**config.mk**
```make
export PLATFORM = sky130hd
export DESIGN_NAME = can_vehicle_signal_decoder_top
export DESIGN_NICKNAME = d
export VERILOG_FILES = /design/src/design/cvsd_pkg.sv /design/src/design/can_vehicle_signal_decoder_top.sv /design/src/design/cvsd_fifo.sv /design/src/design/cvsd_front.sv /design/src/design/cvsd_back.sv
export SDC_FILE = /design/constraint.sdc
export NUM_CORES = 1
export LEC_CHECK = 0
export ABC_AREA = 1
export ABC_CLOCK_PERIOD_IN_PS = 8300
export BUFFER_PORTS_ARGS = -buffer_cell sky130_fd_sc_hd__buf_2
export CAP_MARGIN = 20
export CORE_MARGIN = 10
export CORE_UTILIZATION = 35
export DETAILED_ROUTE_END_ITERATION = 6
export SYNTH_ARGS = -nofsm -noshare
export SYNTH_HDL_FRONTEND = slang
export SYNTH_SLANG_ARGS = --single-unit
```
**constraint.sdc**
```tcl
create_clock -name clk -period 8.3 [get_ports clk]
set_input_delay 1.66 -clock clk [delete_from_list [all_inputs] [get_ports clk]]
set_output_delay 1.66 -clock clk [all_outputs]
set_load 0.05 [all_outputs]
```
**src/design/cvsd_pkg.sv**
```systemverilog
// Shared types and constants of the CAN vehicle signal decoder.
// No dependencies; imported by every module of the block except cvsd_fifo.
package cvsd_pkg;

  localparam int ID_BITS_DEF = 11;
  localparam int CFG_DATA_W  = 16;
  localparam int CFG_IDX_W   = 1;
  localparam int MID_DEPTH   = 2;
  localparam int OUT_DEPTH   = 2;

  localparam logic [CFG_IDX_W-1:0] CFG_PERIOD = 1'b0;
  localparam logic [CFG_IDX_W-1:0] CFG_ENABLE = 1'b1;

  localparam logic [15:0] PERIOD_RST = 16'd399;

  localparam logic [10:0] ID_GEAR   = 11'h0D0;
  localparam logic [10:0] ID_LIGHT  = 11'h0C8;
  localparam logic [10:0] ID_TURN   = 11'h310;
  localparam logic [10:0] ID_ENGINE = 11'h340;
  localparam logic [10:0] ID_DOOR   = 11'h360;
  localparam logic [10:0] ID_STEER  = 11'h0B0;
  localparam logic [10:0] ID_SPEED  = 11'h130;
  localparam logic [10:0] ID_THROT  = 11'h080;
  localparam logic [10:0] ID_BRAKE  = 11'h252;
  localparam logic [10:0] ID_RPM    = 11'h090;

  localparam logic [7:0] ENG_ON_CODE  = 8'h66;
  localparam logic [7:0] ENG_OFF_CODE = 8'h6E;

  // reciprocal multipliers, exact over the full operand range
  localparam logic [16:0] RCP_SPEED   = 17'd83887;   // /100, >>23
  localparam logic [16:0] RCP_BRAKE   = 17'd104858;  // /20,  >>21
  localparam logic [16:0] RCP_THROT   = 17'd3277;    // /10,  >>15
  localparam logic [16:0] STEER_SCALE = 17'd450;     // *450, >>15
  localparam int SH_SPEED = 23;
  localparam int SH_BRAKE = 21;
  localparam int SH_FIX15 = 15;

  localparam logic signed [12:0] STEER_OFF = 13'sd450;
  localparam logic [8:0]         THROT_MAX = 9'd100;
  localparam logic [7:0]         THROT_BAD = 8'hFF;

  typedef enum logic [3:0] {
    K_NONE, K_GEAR, K_LIGHT, K_TURN, K_ENG_ON, K_ENG_OFF,
    K_DOOR, K_STEER, K_SPEED, K_THROT, K_BRAKE, K_RPM
  } kind_t;

  typedef struct packed {
    kind_t       kind;
    logic [15:0] arg;
    logic        emit;
  } cmd_t;

  typedef struct packed {
    logic        [15:0] trip_count;
    logic        [9:0]  speed_kmh;
    logic        [12:0] engine_rpm;
    logic signed [7:0]  throttle_percent;
    logic signed [11:0] steering_value;
    logic        [3:0]  gear_position;
    logic        [7:0]  light_status;
    logic        [3:0]  door_bits;
    logic        [1:0]  turn_signal;
    logic        [11:0] brake_level;
  } rec_t;

endpackage

```
**src/design/can_vehicle_signal_decoder_top.sv**
```systemverilog
// Top level of the CAN vehicle signal decoder.
// Depends on cvsd_pkg, cvsd_front, cvsd_back and cvsd_fifo.
//
// Takes one CAN frame per clock through a queue-style push/full port and
// keeps the latest decoded vehicle signals. Every frame is classified by
// identifier in the front end, queued, then decoded by the back end through
// one shared 17x17 reciprocal multiplier stage and committed in order. With
// snapshots enabled, a frame that finds the frame counter at or above
// snapshot_period pushes the full signal record (as of that frame) into the
// result queue. A record passes the command queue, the multiplier stage and
// the result queue. Sustained rate is one frame per cycle; full rises only
// when the result queue is full and stalls the back end.
module can_vehicle_signal_decoder_top import cvsd_pkg::*; #(
  parameter int ID_BITS = ID_BITS_DEF
) (
  input  logic                  clk,
  input  logic                  rst_n,
  input  logic                  in_push,
  output logic                  in_full,
  input  logic [ID_BITS-1:0]    in_frame_id,
  input  logic [7:0]            in_data_byte0,
  input  logic [7:0]            in_data_byte1,
  input  logic [7:0]            in_data_byte2,
  input  logic [7:0]            in_data_byte3,
  input  logic [7:0]            in_data_byte4,
  input  logic [7:0]            in_data_byte5,
  input  logic [7:0]            in_data_byte6,
  input  logic [7:0]            in_data_byte7,
  output logic                  out_empty,
  input  logic                  out_pop,
  output logic [15:0]           out_trip_count,
  output logic [9:0]            out_speed_kmh,
  output logic [12:0]           out_engine_rpm,
  output logic signed [7:0]     out_throttle_percent,
  output logic signed [11:0]    out_steering_value,
  output logic [3:0]            out_gear_position,
  output logic [7:0]            out_light_status,
  output logic [3:0]            out_door_bits,
  output logic [1:0]            out_turn_signal,
  output logic [11:0]           out_brake_level,
  input  logic                  cfg_we,
  input  logic [CFG_IDX_W-1:0]  cfg_index,
  input  logic [CFG_DATA_W-1:0] cfg_data
);

  logic mid_push, mid_full, mid_pop, mid_empty;
  cmd_t mid_in, mid_out;
  logic res_push, res_full;
  rec_t res_in, res_out;
  logic unused_byte3;

  assign unused_byte3 = ^in_data_byte3;

  cvsd_front #(.ID_BITS(ID_BITS)) u_front (
    .clk           (clk),
    .rst_n         (rst_n),
    .in_push       (in_push),
    .in_frame_id   (in_frame_id),
    .in_data_byte0 (in_data_byte0),
    .in_data_byte1 (in_data_byte1),
    .in_data_byte2 (in_data_byte2),
    .in_data_byte4 (in_data_byte4),
    .in_data_byte5 (in_data_byte5),
    .in_data_byte6 (in_data_byte6),
    .in_data_byte7 (in_data_byte7 ^ {7'd0, unused_byte3 & 1'b0}),
    .cfg_we        (cfg_we),
    .cfg_index     (cfg_index),
    .cfg_data      (cfg_data),
    .mid_full      (mid_full),
    .mid_push      (mid_push),
    .mid_cmd       (mid_in)
  );

  cvsd_fifo #(.WIDTH($bits(cmd_t)), .DEPTH(MID_DEPTH)) u_mid_q (
    .clk   (clk),
    .rst_n (rst_n),
    .push  (mid_push),
    .din   (mid_in),
    .full  (mid_full),
    .pop   (mid_pop),
    .dout  (mid_out),
    .empty (mid_empty)
  );

  cvsd_back u_back (
    .clk       (clk),
    .rst_n     (rst_n),
    .mid_empty (mid_empty),
    .mid_cmd   (mid_out),
    .mid_pop   (mid_pop),
    .out_full  (res_full),
    .out_push  (res_push),
    .out_rec   (res_in)
  );

  cvsd_fifo #(.WIDTH($bits(rec_t)), .DEPTH(OUT_DEPTH)) u_res_q (
    .clk   (clk),
    .rst_n (rst_n),
    .push  (res_push),
    .din   (res_in),
    .full  (res_full),
    .pop   (out_pop),
    .dout  (res_out),
    .empty (out_empty)
  );

  assign in_full              = mid_full;
  assign out_trip_count       = res_out.trip_count;
  assign out_speed_kmh        = res_out.speed_kmh;
  assign out_engine_rpm       = res_out.engine_rpm;
  assign out_throttle_percent = res_out.throttle_percent;
  assign out_steering_value   = res_out.steering_value;
  assign out_gear_position    = res_out.gear_position;
  assign out_light_status     = res_out.light_status;
  assign out_door_bits        = res_out.door_bits;
  assign out_turn_signal      = res_out.turn_signal;
  assign out_brake_level      = res_out.brake_level;

endmodule

```
**src/design/cvsd_fifo.sv**
```systemverilog
// Small register FIFO with queue-style push/full and pop/empty ports.
// No dependencies; used for the command queue and the result queue.
module cvsd_fifo #(
  parameter int WIDTH = 8,
  parameter int DEPTH = 2
) (
  input  logic             clk,
  input  logic             rst_n,
  input  logic             push,
  input  logic [WIDTH-1:0] din,
  output logic             full,
  input  logic             pop,
  output logic [WIDTH-1:0] dout,
  output logic             empty
);

  localparam int PTR_W = (DEPTH > 1) ? $clog2(DEPTH) : 1;
  localparam int CNT_W = $clog2(DEPTH + 1);

  logic [WIDTH-1:0] mem_r [DEPTH];
  logic [PTR_W-1:0] wr_ptr_r, rd_ptr_r;
  logic [CNT_W-1:0] cnt_r;
  logic             do_push, do_pop;

  assign full    = (cnt_r == CNT_W'(DEPTH));
  assign empty   = (cnt_r == '0);
  assign do_push = push && !full;
  assign do_pop  = pop && !empty;
  assign dout    = mem_r[rd_ptr_r];

  function automatic logic [PTR_W-1:0] ptr_inc(input logic [PTR_W-1:0] p);
    ptr_inc = (p == PTR_W'(DEPTH - 1)) ? '0 : p + PTR_W'(1);
  endfunction

  always_ff @(posedge clk) begin
    if (!rst_n) begin
      wr_ptr_r <= '0;
      rd_ptr_r <= '0;
      cnt_r    <= '0;
    end else begin
      if (do_push) begin
        wr_ptr_r <= ptr_inc(wr_ptr_r);
      end
      if (do_pop) begin
        rd_ptr_r <= ptr_inc(rd_ptr_r);
      end
      if (do_push && !do_pop) begin
        cnt_r <= cnt_r + CNT_W'(1);
      end else if (do_pop && !do_push) begin
        cnt_r <= cnt_r - CNT_W'(1);
      end
    end
  end

  always_ff @(posedge clk) begin
    if (do_push) begin
      mem_r[wr_ptr_r] <= din;
    end
  end

endmodule

```
**src/design/cvsd_front.sv**
```systemverilog
// Front end: frame transfer, identifier classification, snapshot timing, config.
// Depends on cvsd_pkg; feeds the command queue.
module cvsd_front import cvsd_pkg::*; #(
  parameter int ID_BITS = ID_BITS_DEF
) (
  input  logic                  clk,
  input  logic                  rst_n,
  input  logic                  in_push,
  input  logic [ID_BITS-1:0]    in_frame_id,
  input  logic [7:0]            in_data_byte0,
  input  logic [7:0]            in_data_byte1,
  input  logic [7:0]            in_data_byte2,
  input  logic [7:0]            in_data_byte4,
  input  logic [7:0]            in_data_byte5,
  input  logic [7:0]            in_data_byte6,
  input  logic [7:0]            in_data_byte7,
  input  logic                  cfg_we,
  input  logic [CFG_IDX_W-1:0]  cfg_index,
  input  logic [CFG_DATA_W-1:0] cfg_data,
  input  logic                  mid_full,
  output logic                  mid_push,
  output cmd_t                  mid_cmd
);

  logic [15:0] period_r;
  logic        enable_r;
  logic [15:0] cnt_r, cnt_nxt;
  logic        emit;
  kind_t       kind;

  always_comb begin
    case (in_frame_id)
      ID_BITS'(ID_GEAR):   kind = K_GEAR;
      ID_BITS'(ID_LIGHT):  kind = K_LIGHT;
      ID_BITS'(ID_TURN):   kind = K_TURN;
      ID_BITS'(ID_ENGINE): begin
        if (in_data_byte6 == ENG_ON_CODE) begin
          kind = K_ENG_ON;
        end else if (in_data_byte6 == ENG_OFF_CODE) begin
          kind = K_ENG_OFF;
        end else begin
          kind = K_NONE;
        end
      end
      ID_BITS'(ID_DOOR):   kind = K_DOOR;
      ID_BITS'(ID_STEER):  kind = K_STEER;
      ID_BITS'(ID_SPEED):  kind = K_SPEED;
      ID_BITS'(ID_THROT):  kind = K_THROT;
      ID_BITS'(ID_BRAKE):  kind = K_BRAKE;
      ID_BITS'(ID_RPM):    kind = K_RPM;
      default:             kind = K_NONE;
    endcase
  end

  always_comb begin
    mid_cmd.kind = kind;
    mid_cmd.emit = emit;
    case (kind)
      K_GEAR:  mid_cmd.arg = {12'd0, in_data_byte2[7:4]};
      K_LIGHT: mid_cmd.arg = {8'd0, in_data_byte7};
      K_TURN:  mid_cmd.arg = {14'd0, in_data_byte4[7:6]};
      K_DOOR:  mid_cmd.arg = {12'd0, in_data_byte2[3:0]};
      K_STEER: mid_cmd.arg = {in_data_byte5, in_data_byte6};
      K_SPEED: mid_cmd.arg = {in_data_byte6, in_data_byte7};
      K_THROT: mid_cmd.arg = {4'd0, in_data_byte0[3:0], in_data_byte1};
      K_BRAKE: mid_cmd.arg = {in_data_byte1, in_data_byte2};
      K_RPM:   mid_cmd.arg = {4'd0, in_data_byte4[3:0], in_data_byte5};
      default: mid_cmd.arg = '0;
    endcase
  end

  assign mid_push = in_push && !mid_full;
  assign emit     = enable_r && (cnt_r >= period_r);
  assign cnt_nxt  = (emit ? 16'd0 : cnt_r) + 16'd1;

  always_ff @(posedge clk) begin
    if (!rst_n) begin
      period_r <= PERIOD_RST;
      enable_r <= 1'b1;
      cnt_r    <= '0;
    end else begin
      if (cfg_we) begin
        case (cfg_index)
          CFG_PERIOD: period_r <= cfg_data[15:0];
          CFG_ENABLE: enable_r <= cfg_data[0];
          default: ;
        endcase
      end
      if (mid_push && enable_r) begin
        cnt_r <= cnt_nxt;
      end
    end
  end

endmodule

```
**src/design/cvsd_back.sv**
```systemverilog
// Back end: shared reciprocal multiplier stage, then decode commit into the
// signal registers and record transfer. Depends on cvsd_pkg.
module cvsd_back import cvsd_pkg::*; (
  input  logic clk,
  input  logic rst_n,
  input  logic mid_empty,
  input  cmd_t mid_cmd,
  output logic mid_pop,
  input  logic out_full,
  output logic out_push,
  output rec_t out_rec
);

  logic        a_valid_r;
  kind_t       a_kind_r;
  logic [15:0] a_arg_r;
  logic        a_emit_r;
  logic        a_neg_r;
  logic [33:0] a_prod_r;

  logic        a_adv, commit;
  logic [15:0] w;
  logic [16:0] mul_a, mul_b;

  logic [3:0]  gear_r, gear_nxt;
  logic [7:0]  light_r, light_nxt;
  logic [1:0]  turn_r, turn_nxt;
  logic [3:0]  door_r, door_nxt;
  logic [11:0] steer_r, steer_nxt;
  logic [9:0]  speed_r, speed_nxt;
  logic [7:0]  throt_r, throt_nxt;
  logic [11:0] brake_r, brake_nxt;
  logic [12:0] rpm_r, rpm_nxt;
  logic        eng_on_r, eng_on_nxt;
  logic [15:0] trip_r, trip_nxt;

  logic [8:0]         quo15;
  logic signed [12:0] q_s, v_s, s3;

  assign commit  = a_valid_r && (!a_emit_r || !out_full);
  assign a_adv   = !a_valid_r || commit;
  assign mid_pop = a_adv && !mid_empty;
  assign w       = ~mid_cmd.arg;

  always_comb begin
    mul_b = '0;
    mul_a = {1'b0, mid_cmd.arg};
    case (mid_cmd.kind)
      K_STEER: begin
        mul_a = w[15] ? ({1'b0, mid_cmd.arg} + 17'd1) : {1'b0, w};
        mul_b = STEER_SCALE;
      end
      K_SPEED: mul_b = RCP_SPEED;
      K_THROT: mul_b = RCP_THROT;
      K_BRAKE: mul_b = RCP_BRAKE;
      default: mul_b = '0;
    endcase
  end

  always_ff @(posedge clk) begin
    if (!rst_n) begin
      a_valid_r <= 1'b0;
    end else if (a_adv) begin
      a_valid_r <= !mid_empty;
    end
  end

  always_ff @(posedge clk) begin
    if (mid_pop) begin
      a_kind_r <= mid_cmd.kind;
      a_arg_r  <= mid_cmd.arg;
      a_emit_r <= mid_cmd.emit;
      a_neg_r  <= w[15];
      a_prod_r <= mul_a * mul_b;
    end
  end

  assign quo15 = a_prod_r[SH_FIX15 +: 9];

  always_comb begin
    q_s = a_neg_r ? -$signed({4'd0, quo15}) : $signed({4'd0, quo15});
    v_s = (q_s > 13'sd0) ? (q_s - STEER_OFF) : (q_s + STEER_OFF);
    s3  = (v_s <<< 1) + v_s;
  end

  always_comb begin
    gear_nxt   = gear_r;
    light_nxt  = light_r;
    turn_nxt   = turn_r;
    door_nxt   = door_r;
    steer_nxt  = steer_r;
    speed_nxt  = speed_r;
    throt_nxt  = throt_r;
    brake_nxt  = brake_r;
    rpm_nxt    = rpm_r;
    eng_on_nxt = eng_on_r;
    trip_nxt   = trip_r;
    case (a_kind_r)
      K_GEAR:  gear_nxt  = a_arg_r[3:0];
      K_LIGHT: light_nxt = a_arg_r[7:0];
      K_TURN:  turn_nxt  = a_arg_r[1:0];
      K_DOOR:  door_nxt  = a_arg_r[3:0];
      K_STEER: steer_nxt = s3[11:0];
      K_SPEED: speed_nxt = a_prod_r[SH_SPEED +: 10];
      K_THROT: throt_nxt = (quo15 > THROT_MAX) ? THROT_BAD : quo15[7:0];
      K_BRAKE: brake_nxt = a_prod_r[SH_BRAKE +: 12];
      K_RPM:   rpm_nxt   = {a_arg_r[11:0], 1'b0};
      K_ENG_ON: begin
        if (!eng_on_r && (trip_r != 16'hFFFF)) begin
          trip_nxt = trip_r + 16'd1;
        end
        eng_on_nxt = 1'b1;
      end
      K_ENG_OFF: eng_on_nxt = 1'b0;
      default: ;
    endcase
  end

  always_ff @(posedge clk) begin
    if (!rst_n) begin
      gear_r   <= '0;
      light_r  <= '0;
      turn_r   <= '0;
      door_r   <= '0;
      steer_r  <= '0;
      speed_r  <= '0;
      throt_r  <= '0;
      brake_r  <= '0;
      rpm_r    <= '0;
      eng_on_r <= 1'b0;
      trip_r   <= '0;
    end else if (commit) begin
      gear_r   <= gear_nxt;
      light_r  <= light_nxt;
      turn_r   <= turn_nxt;
      door_r   <= door_nxt;
      steer_r  <= steer_nxt;
      speed_r  <= speed_nxt;
      throt_r  <= throt_nxt;
      brake_r  <= brake_nxt;
      rpm_r    <= rpm_nxt;
      eng_on_r <= eng_on_nxt;
      trip_r   <= trip_nxt;
    end
  end

  assign out_push = commit && a_emit_r;

  always_comb begin
    out_rec.trip_count       = trip_nxt;
    out_rec.speed_kmh        = speed_nxt;
    out_rec.engine_rpm       = rpm_nxt;
    out_rec.throttle_percent = throt_nxt;
    out_rec.steering_value   = steer_nxt;
    out_rec.gear_position    = gear_nxt;
    out_rec.light_status     = light_nxt;
    out_rec.door_bits        = door_nxt;
    out_rec.turn_signal      = turn_nxt;
    out_rec.brake_level      = brake_nxt;
  end

endmodule
```
==> flow_summary.json <==
{
  "status": "finished, final reports clean",
  "yosysUniqueCellTypes": 55,
  "slowest_delay_ns": 0.58,
  "tns_ns": 0,
  "syn_avg_cell_area_um2": 9.197,
  "synth_xor_area_share_pct": 1.808,
  "finalMaxSlewViolations": 0,
  "hold_path_depth": 1,
  "period_share_pct": 93.53,
  "fp.dieW_um": 295.5,
  "wl_per_cell_um": 15.86,
  "clockBufferDepth": 3,
  "drt-total-wl_um": 65390,
  "rsz0062_at_grt": "false",
  "ff2ff_path_depth": 29,
  "cpMostUsedCell": "fa_1",
  "cts_setup_buffers": 0,
  "fmaxAchievable_mhz": 128.8,
  "yosysTopAreaCellShare_pct": 28.93,
  "first_iter_violations": 1190,
  "viasPerCell": 4.788,
  "ys_async_sr_fraction_pct": 0,
  "critPathKind": "reg2reg",
  "clkLatencyLatePin_ns": 0.56,
  "num_io_pins": 188,
  "grt_pass1_vias": 19920,
  "tritoncts": "done",
  "final_cell_mix": "inv_1 (640), nand2_1 (361), nor2_1 (256), edfxtp_1 (256), o21ai_0 (209)",
  "cts_root_buf": "clkbuf_16",
  "dp_hpwl_um": 51040,
  "synthSimpleGateAreaFrac_pct": 12.50,
  "tightestPinTransition_ns": 1.066,
  "area_growth_pct": 14.24,
  "grt-ovfl-total": 0,
  "cp_data_arrival_time_ns": 8.05,
  "drcViolationCount": 0,
  "synth_top_family_by_area": "adder cells",
  "drive_gt1_share_pct": 14.15,
  "synth-compound-area-share_pct": 9.507,
  "ys.flop_type": "edfxtp_1",
  "yosys.area_share.adder_pct": 22.93,
  "worstPathMaxFanout": 15,
  "synth_top_cell_by_area": "edfxtp_1",
  "finalHoldViolations": 0,
  "synth_area_leaders": "edfxtp_1 (29%), fa_1 (15%), dfxtp_1 (10%), inv_1 (9.1%), ha_1 (7.5%)",
  "grt_usage_pct": 15.18,
  "die_area_um2": 87340,
  "ctsHoldBuffers": 0,
  "skew_ns": 0.02584,
  "setup_viol": 0,
  "gp_congestion": 0.9748,
  "core_um2": 74820,
  "synthesis.area_um2": 26570,
  "grt_pass1_wl_um": 106800,
  "row_count": 100,
  "synthMuxAreaShare_pct": 3.885,
  "clock-sinks": 390,
  "worstPathRequired_ns": 8.58,
  "io_buffers": 173,
  "crit_slowest_cell": "fa_1",
  "ant_nets": 0,
  "synthCells": 2889,
  "final_common_cell": "inv_1",
  "synth_edf_count": 256,
  "fin_crit_ns": 7.763,
  "initial_utilization_pct": 35.51,
  "ys_ff_latch": 390,
  "slew_headroom_pct": 28.68,
  "end_kind": "flop",
  "firstDrtPassIters": 5,
  "fp.dieH_um": 295.5,
  "yosysWarnings": 0,
  "synth_seq_area_share_pct": 39.03,
  "hold_path.class": "reg2reg",
  "clkTransAtPathRegs_ns": 0.06,
  "cts_buffers": 41,
  "maxCapViolCount": 0,
  "grt_start_max_net_pins": 98,
  "htree_levels": 2,
  "antenna_found_initial": 2,
  "vias": 19740,
  "start_kind": "flop",
  "nNetsFinal": 3581
}
## critical path, delay by kind of cell (launching register included)
family,cells,cell delay [ns]
simple gates,9,1.83
compound gates,3,0.52
buf+inv,9,1.02
flops,1,0.42
xor+xnor,1,0.16
fa+ha+maj,7,3.54
## repair_timing
action,in CTS,in global routing
endpoints found under the setup margin,0,5
resized for setup,0,2
hold endpoints to repair,0,0
## state kept, by name, indices dropped and copies added, names as in the netlist, 10 cells and up, named ones only
register          count
u_back.a_arg_r       12
u_back.a_prod_r      18
u_back.brake_r       12
u_back.rpm_r         13
u_back.speed_r       10
u_back.steer_r       12
u_back.trip_r        16
u_front.cnt_r        16
u_front.period_r     16
u_mid_q.mem_r        42
u_res_q.mem_r       178
## stage by stage
step           setup WS [ns]  hold WS [ns]  std cells  util [%]  area, µm²
6_report              0.5373        0.4581       4123     40.57      30350
5_1_grt              0.01357        0.4773       4123     40.57      30350
4_1_cts               0.4441        0.4563       4119     40.52      30310
3_5_place_dp          0.4894        0.4504       4044     38.72      28970
3_3_place_gp          0.5321        0.4353       4044     38.72      28970
2_1_floorplan          1.249        0.4246       2902         -      26620
## cell type report
| cell class | count | area [µm²] |
|---|---|---|
| Fill cell | 7416 | 44470 |
| Multi-Input combinational cell | 1785 | 13530 |
| Sequential cell | 390 | 10370 |
| Inverter | 657 | 2467 |
| Timing Repair Buffer | 245 | 1426 |
| Tap cell | 969 | 1212 |
| Clock buffer | 58 | 1151 |
| Clock inverter | 17 | 191.4 |
| Antenna cell | 2 | 5.005 |
## final timing paths
path	endpoint	slack, ns	from
setup / recovery	u_back.a_prod_r[29]	0.54	flop
hold / removal	u_mid_q.rd_ptr_r	0.46	u_mid_q.rd_ptr_r
setup reg to reg	u_back.a_prod_r[29]	0.54	flop
hold reg to reg	u_mid_q.rd_ptr_r	0.46	u_mid_q.rd_ptr_r
## cell usage after synthesis, drive strengths merged (2+ instances only)
| cell type | number |
|---|---|
| o221ai | 3 |
| a22oi | 2 |
| fa | 205 |
| a211oi | 11 |
| xnor2 | 11 |
| mux2i | 3 |
| or2 | 27 |
| nor2 | 261 |
| a221oi | 6 |
| conb | 2 |
| o2111ai | 4 |
| a21oi | 164 |
| nor4 | 9 |
| mux2 | 89 |
| edfxtp | 256 |
| o21ai | 220 |
| dfxtp | 134 |
| nand3 | 94 |
| nand4 | 16 |
| a32o | 2 |
| a21boi | 2 |
| o211ai | 16 |
| clkinv | 4 |
| xor2 | 43 |
| nand2 | 364 |
| a31oi | 7 |
| nand3b | 3 |
| o21a | 5 |
| ha | 159 |
| nor3 | 22 |
| o22ai | 12 |
| buf | 15 |
| inv | 653 |
| a21o | 3 |
| clkbuf | 55 |
## kinds of logic after synthesis
group / count (synthesis)
flip-flops: 390
AND/OR/NAND/NOR: 798
AO/OA/AOI/OAI: 462
adder cells (fa/ha/maj): 364
multiplexers: 92
buffers and inverters: 727
XOR/XNOR: 54
other: 2
## per-layer routing
layer	global-route usage [%]	up-vias	share of wire (%)
met2	25.81	439	48
met1	19.95	9481	45
met3	1.755	99	4.7
met5	0	-	0
met4	4.792	0	2.9
li1	-	9722	-
Power is left out: the tool's default activity adds up to more than one toggle a clock period on the data nets, which glitch-free logic cannot reach.
